### config.mk
export PLATFORM = sky130hd
export DESIGN_NAME = first_fit_buffer_slot_allocator_core
export DESIGN_NICKNAME = d
export VERILOG_FILES = /design/src/sv/ffa_pkg.sv /design/src/sv/ffa_slot_mem.sv /design/src/sv/ffa_scan.sv /design/src/sv/first_fit_buffer_slot_allocator_core.sv
export SDC_FILE = /design/constraint.sdc
export NUM_CORES = 2
export LEC_CHECK = 0
export BUFFER_PORTS_ARGS = -buffer_cell sky130_fd_sc_hd__buf_2
export CAP_MARGIN = 10
export CELL_PAD_IN_SITES_DETAIL_PLACEMENT = 1
export CELL_PAD_IN_SITES_GLOBAL_PLACEMENT = 2
export CORE_MARGIN = 4
export CORE_UTILIZATION = 40
export DETAILED_ROUTE_END_ITERATION = 8
export GPL_ROUTABILITY_DRIVEN = 0
export MAX_ROUTING_LAYER = met4
export PLACE_DENSITY = 0.65
export REMOVE_ABC_BUFFERS = 1
export SKIP_LAST_GASP = 1
export SYNTH_ARGS = -nofsm -noshare
export SYNTH_HDL_FRONTEND = slang
export SYNTH_HIERARCHICAL = 1
export SYNTH_SLANG_ARGS = --single-unit
### constraint.sdc
create_clock -name clk -period 6 [get_ports clk]
set_input_delay 0.6 -clock clk [delete_from_list [all_inputs] [get_ports clk]]
set_output_delay 0.6 -clock clk [all_outputs]
set_load 0.03 [all_outputs]
### src/sv/ffa_pkg.sv
// ----------------------------------------------------------------------------
// ffa_pkg: shared types and constants for the first-fit slot allocator
// Holds the field widths, the slot table entry layout, the memory request
// bundle, the result record and the scan state encoding.
// ----------------------------------------------------------------------------
package ffa_pkg;

    // Table size and field widths
    localparam int MAX_SLOTS = 64;
    localparam int SLOT_W    = $clog2(MAX_SLOTS);
    localparam int CNT_W     = $clog2(MAX_SLOTS + 1);
    localparam int TAG_W     = 16;
    localparam int STEP_W    = 10;
    localparam int SIZE_W    = 40;

    // One slot table entry: peak element count and last-read step
    typedef struct packed {
        logic [SIZE_W-1:0] peak_size;
        logic [STEP_W-1:0] free_after;
    } slot_entry_t;

    // Access bundle from the scan engine to the slot memory
    typedef struct packed {
        logic              rd_en;
        logic [SLOT_W-1:0] rd_addr;
        logic              wr_en;
        logic [SLOT_W-1:0] wr_addr;
        slot_entry_t       wr_data;
    } mem_req_t;

    // One allocation result
    typedef struct packed {
        logic [TAG_W-1:0]  tag_out;
        logic [SLOT_W-1:0] slot_index;
        logic              opened_new;
        logic              overflow;
        logic [SIZE_W-1:0] slot_size;
        logic [CNT_W-1:0]  slots_in_use;
    } result_t;

    // Scan engine states
    typedef enum logic [1:0] {
        ST_IDLE,
        ST_SCAN,
        ST_DONE
    } scan_state_t;

endpackage

### src/sv/ffa_slot_mem.sv
// ----------------------------------------------------------------------------
// ffa_slot_mem: slot table storage
// Single synchronous memory holding one entry per slot, with one write port
// and one read port whose data is registered.
// ----------------------------------------------------------------------------
module ffa_slot_mem
    import ffa_pkg::*;
(
    input  logic        clk,
    input  mem_req_t    req,
    output slot_entry_t rd_data
);

    slot_entry_t mem [MAX_SLOTS];
    slot_entry_t rd_data_reg;

    // Write port and registered read port
    always_ff @(posedge clk)
    begin
        if (req.wr_en)
        begin
            mem[req.wr_addr] <= req.wr_data;
        end
        if (req.rd_en)
        begin
            rd_data_reg <= mem[req.rd_addr];
        end
    end

    assign rd_data = rd_data_reg;

endmodule

### src/sv/ffa_scan.sv
// ----------------------------------------------------------------------------
// ffa_scan: first-fit scan engine
// Walks the opened slots in order, one memory read per cycle, and stops at
// the first slot whose last-read step lies below the new write step. It then
// reuses that slot or opens a new one and writes back, or flags overflow.
// ----------------------------------------------------------------------------
module ffa_scan
    import ffa_pkg::*;
(
    input  logic              clk,
    input  logic              rst_n,
    // Incoming interval
    input  logic              in_valid,
    output logic              in_ready,
    input  logic              in_start,
    input  logic [TAG_W-1:0]  in_tag,
    input  logic [STEP_W-1:0] in_wstep,
    input  logic [STEP_W-1:0] in_rstep,
    input  logic [SIZE_W-1:0] in_elems,
    // Slot memory
    output mem_req_t          mem_req,
    input  slot_entry_t       mem_rdata,
    // Result
    output logic              res_valid,
    input  logic              res_ready,
    output result_t           res
);

    scan_state_t       state_reg, state_next;
    logic [CNT_W-1:0]  count_reg, count_next;
    logic [CNT_W-1:0]  rd_idx_reg, rd_idx_next;
    logic              pend_reg, pend_next;
    logic [SLOT_W-1:0] pend_idx_reg, pend_idx_next;
    logic              found_reg, found_next;
    logic [SLOT_W-1:0] pick_reg, pick_next;
    logic [SIZE_W-1:0] peak_reg, peak_next;
    logic [TAG_W-1:0]  tag_reg, tag_next;
    logic [STEP_W-1:0] wstep_reg, wstep_next;
    logic [STEP_W-1:0] rstep_reg, rstep_next;
    logic [SIZE_W-1:0] elems_reg, elems_next;

    logic              accept;
    logic              hit;
    logic              more;
    logic              miss_end;
    logic              ovf;
    logic              opened;
    logic              commit;
    logic [SIZE_W-1:0] new_peak;
    logic [SLOT_W-1:0] chosen;

    // Scan conditions: the entry read last cycle qualifies, entries remain
    assign accept   = in_valid && in_ready;
    assign hit      = pend_reg && (mem_rdata.free_after < wstep_reg);
    assign more     = rd_idx_reg < count_reg;
    assign miss_end = !pend_reg && !more;

    // Decision once the scan is over
    assign ovf      = !found_reg && (count_reg == CNT_W'(MAX_SLOTS));
    assign opened   = !found_reg && !ovf;
    assign new_peak = (found_reg && (peak_reg > elems_reg)) ? peak_reg : elems_reg;
    assign chosen   = found_reg ? pick_reg :
                      (opened ? count_reg[SLOT_W-1:0] : '0);
    assign commit   = (state_reg == ST_DONE) && res_ready;

    // Next state
    always_comb
    begin
        state_next = state_reg;
        unique case (state_reg)
            ST_IDLE:
            begin
                if (accept)
                begin
                    state_next = ST_SCAN;
                end
            end
            ST_SCAN:
            begin
                if (hit || miss_end)
                begin
                    state_next = ST_DONE;
                end
            end
            ST_DONE:
            begin
                if (res_ready)
                begin
                    state_next = ST_IDLE;
                end
            end
            default:
            begin
                state_next = ST_IDLE;
            end
        endcase
    end

    // Outputs and datapath updates
    always_comb
    begin
        count_next    = count_reg;
        rd_idx_next   = rd_idx_reg;
        pend_next     = pend_reg;
        pend_idx_next = pend_idx_reg;
        found_next    = found_reg;
        pick_next     = pick_reg;
        peak_next     = peak_reg;
        tag_next      = tag_reg;
        wstep_next    = wstep_reg;
        rstep_next    = rstep_reg;
        elems_next    = elems_reg;
        in_ready      = 1'b0;
        res_valid     = 1'b0;
        mem_req       = '0;

        unique case (state_reg)
            ST_IDLE:
            begin
                in_ready = 1'b1;
                if (accept)
                begin
                    if (in_start)
                    begin
                        count_next = '0;
                    end
                    rd_idx_next = '0;
                    pend_next   = 1'b0;
                    found_next  = 1'b0;
                    tag_next    = in_tag;
                    wstep_next  = in_wstep;
                    rstep_next  = in_rstep;
                    elems_next  = in_elems;
                end
            end
            ST_SCAN:
            begin
                if (hit)
                begin
                    found_next = 1'b1;
                    pick_next  = pend_idx_reg;
                    peak_next  = mem_rdata.peak_size;
                    pend_next  = 1'b0;
                end
                else if (more)
                begin
                    mem_req.rd_en   = 1'b1;
                    mem_req.rd_addr = rd_idx_reg[SLOT_W-1:0];
                    pend_next       = 1'b1;
                    pend_idx_next   = rd_idx_reg[SLOT_W-1:0];
                    rd_idx_next     = rd_idx_reg + 1'b1;
                end
                else
                begin
                    pend_next = 1'b0;
                end
            end
            ST_DONE:
            begin
                res_valid = 1'b1;
                if (commit)
                begin
                    mem_req.wr_en              = !ovf;
                    mem_req.wr_addr            = chosen;
                    mem_req.wr_data.peak_size  = new_peak;
                    mem_req.wr_data.free_after = rstep_reg;
                    if (opened)
                    begin
                        count_next = count_reg + 1'b1;
                    end
                end
            end
            default:
            begin
                res_valid = 1'b0;
            end
        endcase
    end

    // Result record
    always_comb
    begin
        res.tag_out      = tag_reg;
        res.slot_index   = chosen;
        res.opened_new   = opened;
        res.overflow     = ovf;
        res.slot_size    = ovf ? '0 : new_peak;
        res.slots_in_use = opened ? count_reg + 1'b1 : count_reg;
    end

    // Control registers
    always_ff @(posedge clk or negedge rst_n)
    begin
        if (!rst_n)
        begin
            state_reg  <= ST_IDLE;
            count_reg  <= '0;
            rd_idx_reg <= '0;
            pend_reg   <= 1'b0;
            found_reg  <= 1'b0;
        end
        else
        begin
            state_reg  <= state_next;
            count_reg  <= count_next;
            rd_idx_reg <= rd_idx_next;
            pend_reg   <= pend_next;
            found_reg  <= found_next;
        end
    end

    // Item and scan payload registers
    always_ff @(posedge clk)
    begin
        pend_idx_reg <= pend_idx_next;
        pick_reg     <= pick_next;
        peak_reg     <= peak_next;
        tag_reg      <= tag_next;
        wstep_reg    <= wstep_next;
        rstep_reg    <= rstep_next;
        elems_reg    <= elems_next;
    end

    // The open count never passes the table size
    a_count_bound: assert property (@(posedge clk) disable iff (!rst_n)
        count_reg <= CNT_W'(MAX_SLOTS))
        else $error("open slot count exceeds table size");

    // A read in flight only exists during the scan
    a_pend_in_scan: assert property (@(posedge clk) disable iff (!rst_n)
        pend_reg |-> (state_reg == ST_SCAN))
        else $error("pending read outside the scan");

    // Write-back only touches opened slots or the next one
    a_wr_addr: assert property (@(posedge clk) disable iff (!rst_n)
        mem_req.wr_en |-> ({1'b0, mem_req.wr_addr} <= count_reg))
        else $error("write-back beyond opened slots");

    // Overflow only with a full table, and then nothing is written
    a_ovf_full: assert property (@(posedge clk) disable iff (!rst_n)
        (res_valid && res.overflow) |->
            ((count_reg == CNT_W'(MAX_SLOTS)) && !mem_req.wr_en))
        else $error("overflow with room left or with a write");

    // A completed result frees the engine for the next interval
    a_done_idle: assert property (@(posedge clk) disable iff (!rst_n)
        commit |=> (state_reg == ST_IDLE) && (count_reg == $past(res.slots_in_use)))
        else $error("engine did not return to idle after a result");

endmodule

### src/sv/first_fit_buffer_slot_allocator_core.sv
// One buffer lifetime interval enters per transfer on the slave stream and
// produces exactly one result transfer on the master stream. At most 64
// slots are open at once. The slot table sits in a single memory with one
// read port, and the scan reads one entry per cycle before a single
// write-back. The result sits in an output register, so the next interval
// is taken while an earlier result still waits on the master side.
// ----------------------------------------------------------------------------
// first_fit_buffer_slot_allocator_core: first-fit buffer slot allocator
// Places each interval into the lowest slot whose last read precedes the new
// first write, opens a new slot otherwise, and flags overflow on a full table.
// ----------------------------------------------------------------------------
module first_fit_buffer_slot_allocator_core
    import ffa_pkg::*;
(
    input  logic        clk,
    input  logic        rst_n,
    // Slave stream
    input  logic        s_tvalid,
    output logic        s_tready,
    input  logic [79:0] s_tdata,   // buffer_tag, write_step, read_step, element_count
    input  logic [0:0]  s_tuser,   // start_program
    // Master stream
    output logic        m_tvalid,
    input  logic        m_tready,
    output logic [71:0] m_tdata,   // tag_out, slot_index, slot_size, slots_in_use
    output logic [1:0]  m_tuser    // opened_new, overflow
);

    mem_req_t    mem_req;
    slot_entry_t mem_rdata;
    logic        res_valid;
    logic        res_ready;
    result_t     res;

    logic        m_valid_reg, m_valid_next;
    result_t     out_reg, out_next;

    // Slot table storage
    ffa_slot_mem u_mem (
        .clk     (clk),
        .req     (mem_req),
        .rd_data (mem_rdata)
    );

    // First-fit scan engine
    ffa_scan u_scan (
        .clk       (clk),
        .rst_n     (rst_n),
        .in_valid  (s_tvalid),
        .in_ready  (s_tready),
        .in_start  (s_tuser[0]),
        .in_tag    (s_tdata[15:0]),
        .in_wstep  (s_tdata[25:16]),
        .in_rstep  (s_tdata[35:26]),
        .in_elems  (s_tdata[75:36]),
        .mem_req   (mem_req),
        .mem_rdata (mem_rdata),
        .res_valid (res_valid),
        .res_ready (res_ready),
        .res       (res)
    );

    // Output register takes a result whenever it is empty or being drained
    assign res_ready = !m_valid_reg || m_tready;

    always_comb
    begin
        m_valid_next = m_valid_reg;
        out_next     = out_reg;
        if (res_ready)
        begin
            m_valid_next = res_valid;
            if (res_valid)
            begin
                out_next = res;
            end
        end
    end

    always_ff @(posedge clk or negedge rst_n)
    begin
        if (!rst_n)
        begin
            m_valid_reg <= 1'b0;
        end
        else
        begin
            m_valid_reg <= m_valid_next;
        end
    end

    always_ff @(posedge clk)
    begin
        out_reg <= out_next;
    end

    // Master stream packing
    assign m_tvalid = m_valid_reg;
    assign m_tdata  = {3'b000, out_reg.slots_in_use, out_reg.slot_size,
                       out_reg.slot_index, out_reg.tag_out};
    assign m_tuser  = {out_reg.overflow, out_reg.opened_new};

    // An overflow result never names a slot or a size
    a_ovf_fields: assert property (@(posedge clk) disable iff (!rst_n)
        (m_tvalid && m_tuser[1]) |->
            (!m_tuser[0] && (m_tdata[21:16] == '0) && (m_tdata[61:22] == '0)))
        else $error("overflow result carries a slot");

    // A newly opened slot is always the last one in use
    a_open_last: assert property (@(posedge clk) disable iff (!rst_n)
        (m_tvalid && m_tuser[0]) |->
            ({1'b0, m_tdata[21:16]} + 7'd1 == m_tdata[68:62]))
        else $error("opened slot is not the newest slot");

    // A result only enters the output register when there is room for it
    a_no_drop: assert property (@(posedge clk) disable iff (!rst_n)
        (m_valid_reg && !m_tready) |=> $stable(out_reg))
        else $error("held result overwritten");

endmodule

==> impl_metrics.py <==
metrics = {
    "critical_path": {
        "r2r_end": "u_mem/rd_data[22]",
        "r2r_start": "u_scan/count_reg[4]",
        "ff2ff_path_depth": 14,
        "worstPathRequired_ns": 6.78,
        "worstPathArrival_ns": 6.14,
        "worstSetupPathType": "reg2reg",
        "critPathMaxFanout": 26,
        "endpoint_kind": "flop",
        "ff2ff_setup_slack_ns": 0.64,
        "critPathLaunchType": "flop",
    },
    "route": {
        "drt-total-wl_um": 429000,
        "drc_errors": 0,
        "drt_iter0_drc": 9582,
        "vias": 69600,
        "routedWlPerCell_um": 37.6,
        "viasPerCell": 6.10,
        "dr.pass1.iters": 6,
        "drtAntennaViolNets": 0,
    },
    "synth": {
        "syn-cell-area_um2": 133000,
        "synthArstFlopShare": 0.00548,
        "ys.warnings.count": 6,
        "yosysSeqAreaShare": 0.782,
        "ys_types": 75,
        "syn_inst": 6128,
        "synth_ff_type": "edfxtp_1",
        "syn_avg_cell_area_um2": 21.7,
        "synth_edf_count": 3449,
        "synth.ff_latch_count": 3468,
    },
    "cells_and_area": {
        "final_net_count": 6883,
        "fin_cells": 11400,
        "utilization": 0.467,
        "design_area_um2": 154000,
        "largest_reg_flops": 3200,
        "layout-drive-gt1-share": 0.274,
        "syn2layout_area_growth_pct": 16.1,
    },
    "outcome": {
        "status": "complete, no violations",
    },
    "floorplan": {
        "num_rows": 211,
        "core_area_um2": 331000,
        "dieArea_um2": 342000,
        "start_util": 0.402,
        "ios": 161,
        "die_w_um": 585,
        "die_h_um": 585,
    },
    "pwr": {
        "power_density_nw_per_um2": 368,
        "power_leakage_nw": 48.2,
        "ir_drop_mv": 0.257,
    },
    "placement": {
        "placed_area_um2": 142000,
        "dp_hpwl_um": 241000,
        "dp_cells": 10700,
        "portBuffers": 153,
    },
    "sta": {
        "tns_ns": 0,
        "relSlewSlack": 0.190,
        "timing.hold.ws_ns": 0.182,
        "skew_ns": 0.0607,
        "worstMarginPinSlew_ns": 1.21,
        "timing.fmax_ghz": 0.187,
        "finalCritPeriodShare": 0.893,
        "setup_viol": 0,
        "rsz0062_at_grt": "no",
        "hold_viol": 0,
        "drv_slew": 0,
        "min_period_ns": 5.36,
    },
    "global_route": {
        "grt_usage": 0.256,
        "grt_overflow": 0,
        "grt_pass1_wl_um": 588000,
        "grt_pass1_vias": 70300,
        "grt_max_degree": 92,
        "antenna_found_initial": 18,
    },
    "run": {
        "drv_cap": 0,
    },
    "cts": {
        "cts_buffer_depth": 4,
        "clock_latency_ns": 0.94,
        "htreeDepth": 5,
        "cts_tree": "yes",
        "cts_root_buf": "clkbuf_16",
        "clock_sinks": 3468,
        "postCtsSetupRepairBufs": 0,
        "path_clk_slew_ns": 0.07,
        "cts_inserted_buffers": 364,
    },
    "min_path": {
        "hold_class": "in2async",
    },
}
[cells in the mapped netlist (all sizes together) (8+ instances only)]
cell type	instances	area, µm²
edfxtp	3449	104000
mux4	690	15500
mux2i	274	2740
nor2	185	694
buf	175	1170
clkbuf	160	611
nand2	136	510
o22ai	126	788
nand3	109	546
mux2	85	957
a22oi	80	601
nand4	78	507
inv	61	229
ha	59	738
o221ai	55	482
a21oi	47	239
a221o	37	370
a211oi	34	255
nor2b	32	200
and3	31	199
o21ai	28	140
dfrtp	19	475
o211ai	18	135
a311o	15	150
and2	15	96.3
nor3	15	80.1
o22a	15	131
nand2b	14	95.1
a221oi	9	91.3
a21o	8	61.3
a31oi	8	50.1
[layer usage]
| metal | GRT usage | part of all wire |
|---|---|---|
| met5 | - | 0 |
| met4 | 0.0783 | 0.037 |
| met3 | 0.0353 | 0.077 |
| met2 | 0.392 | 0.47 |
| met1 | 0.359 | 0.42 |
[layout make-up]
type                    instances  area [µm²]
well taps                    4366        5460
clock inverters               211        1910
inverters                      62         235
fillers                     29800      176000
diodes                          3        7.51
multi-input cells            2258       27800
flip-flops and latches       3468      104000
repair buffers                585        5330
clock buffers                 454        9640
[what timing repair did]
action | 4_1_cts | 5_1_grt
hold endpoints to repair | 95 | 0
hold buffers | 77 | 0
gates resized for setup | 0 | 0
[worst max path at each step]
stage / startpoint / slack [ns] / end
finish: u_scan/count_reg[4] / 0.64 / u_mem/rd_data[22]
global route: u_scan/count_reg[4] / 0.40 / u_mem/rd_data[40]
CTS: u_mem/rd_data[7] / 0.68 / u_mem/rd_data[6]
detailed placement: u_mem/rd_data[7] / 0.69 / u_mem/rd_data[6]
global placement: u_mem/rd_data[7] / 0.59 / u_mem/rd_data[6]
floorplan: u_scan/count_reg[4] / -34.46 / u_mem/rd_data[13]
[stage by stage]
step                      total power, W  worst slack [ns]
final                             0.0568             0.639
after CTS                         0.0573             0.676
after floorplan                   0.0340            -34.46
after global routing              0.0588             0.400
after global placement            0.0350             0.586
after detailed placement          0.0352             0.689
[report_power, final]
group          total, W  switching (W)  internal [W]
registers        0.0285       0.000373        0.0282
clock network    0.0221        0.00948        0.0127
logic           0.00615        0.00397       0.00218
total            0.0568         0.0138        0.0430
[cells by family (layout without fill, tap and decap cells)]
logic type	after synthesis	in the layout	synth area share
fa+ha+maj	59	59	0.00555
simple gates	636	636	0.0232
buf+inv	404	1312	0.0156
mux	1049	1049	0.145
other cells	1	6	0.0000282
compound gates	506	506	0.0281
xor+xnor	5	5	0.000329
flops	3468	3468	0.782
[critical path, cell delays in order (launching register included)]
cell and delay (ns):
dfrtp_1 0.35, clkinv_1 0.22, ha_1 0.36, and3_1 0.16, a221oi_1 0.39, nand2_1 0.29
nor3_2 0.17, buf_4 0.25, and2_4 0.73, nand2b_4 0.61, buf_4 0.46, o22ai_1 0.14
a221o_1 0.32, mux4_2 0.50, mux2i_1 0.15
[cell usage in the layout (no fill, tap or decap), types with 15 or more instances in the layout]
cell type,count
edfxtp_1,3449
mux4_2,690
clkbuf_16,372
mux2i_1,274
buf_4,265
buf_2,153
nand2_1,131
o22ai_1,126
nand3_1,109
nor2_4,107
buf_12,90
clkinv_1,88
clkbuf_1,80
a22oi_1,80
dlygate4sd3_1,77
nor2_1,77
nand4_1,75
mux2_2,69
clkinv_2,67
ha_1,59
inv_1,58
o221ai_1,55
a21oi_1,46
a221o_1,37
a211oi_1,34
bufinv_16,29
nor2b_1,26
and3_1,20
dfrtp_1,19
o211ai_1,18
o21ai_1,17
mux2_1,16
o22a_1,15
a311o_1,15
No activity file was read; power rests on OpenSTA's default activity.
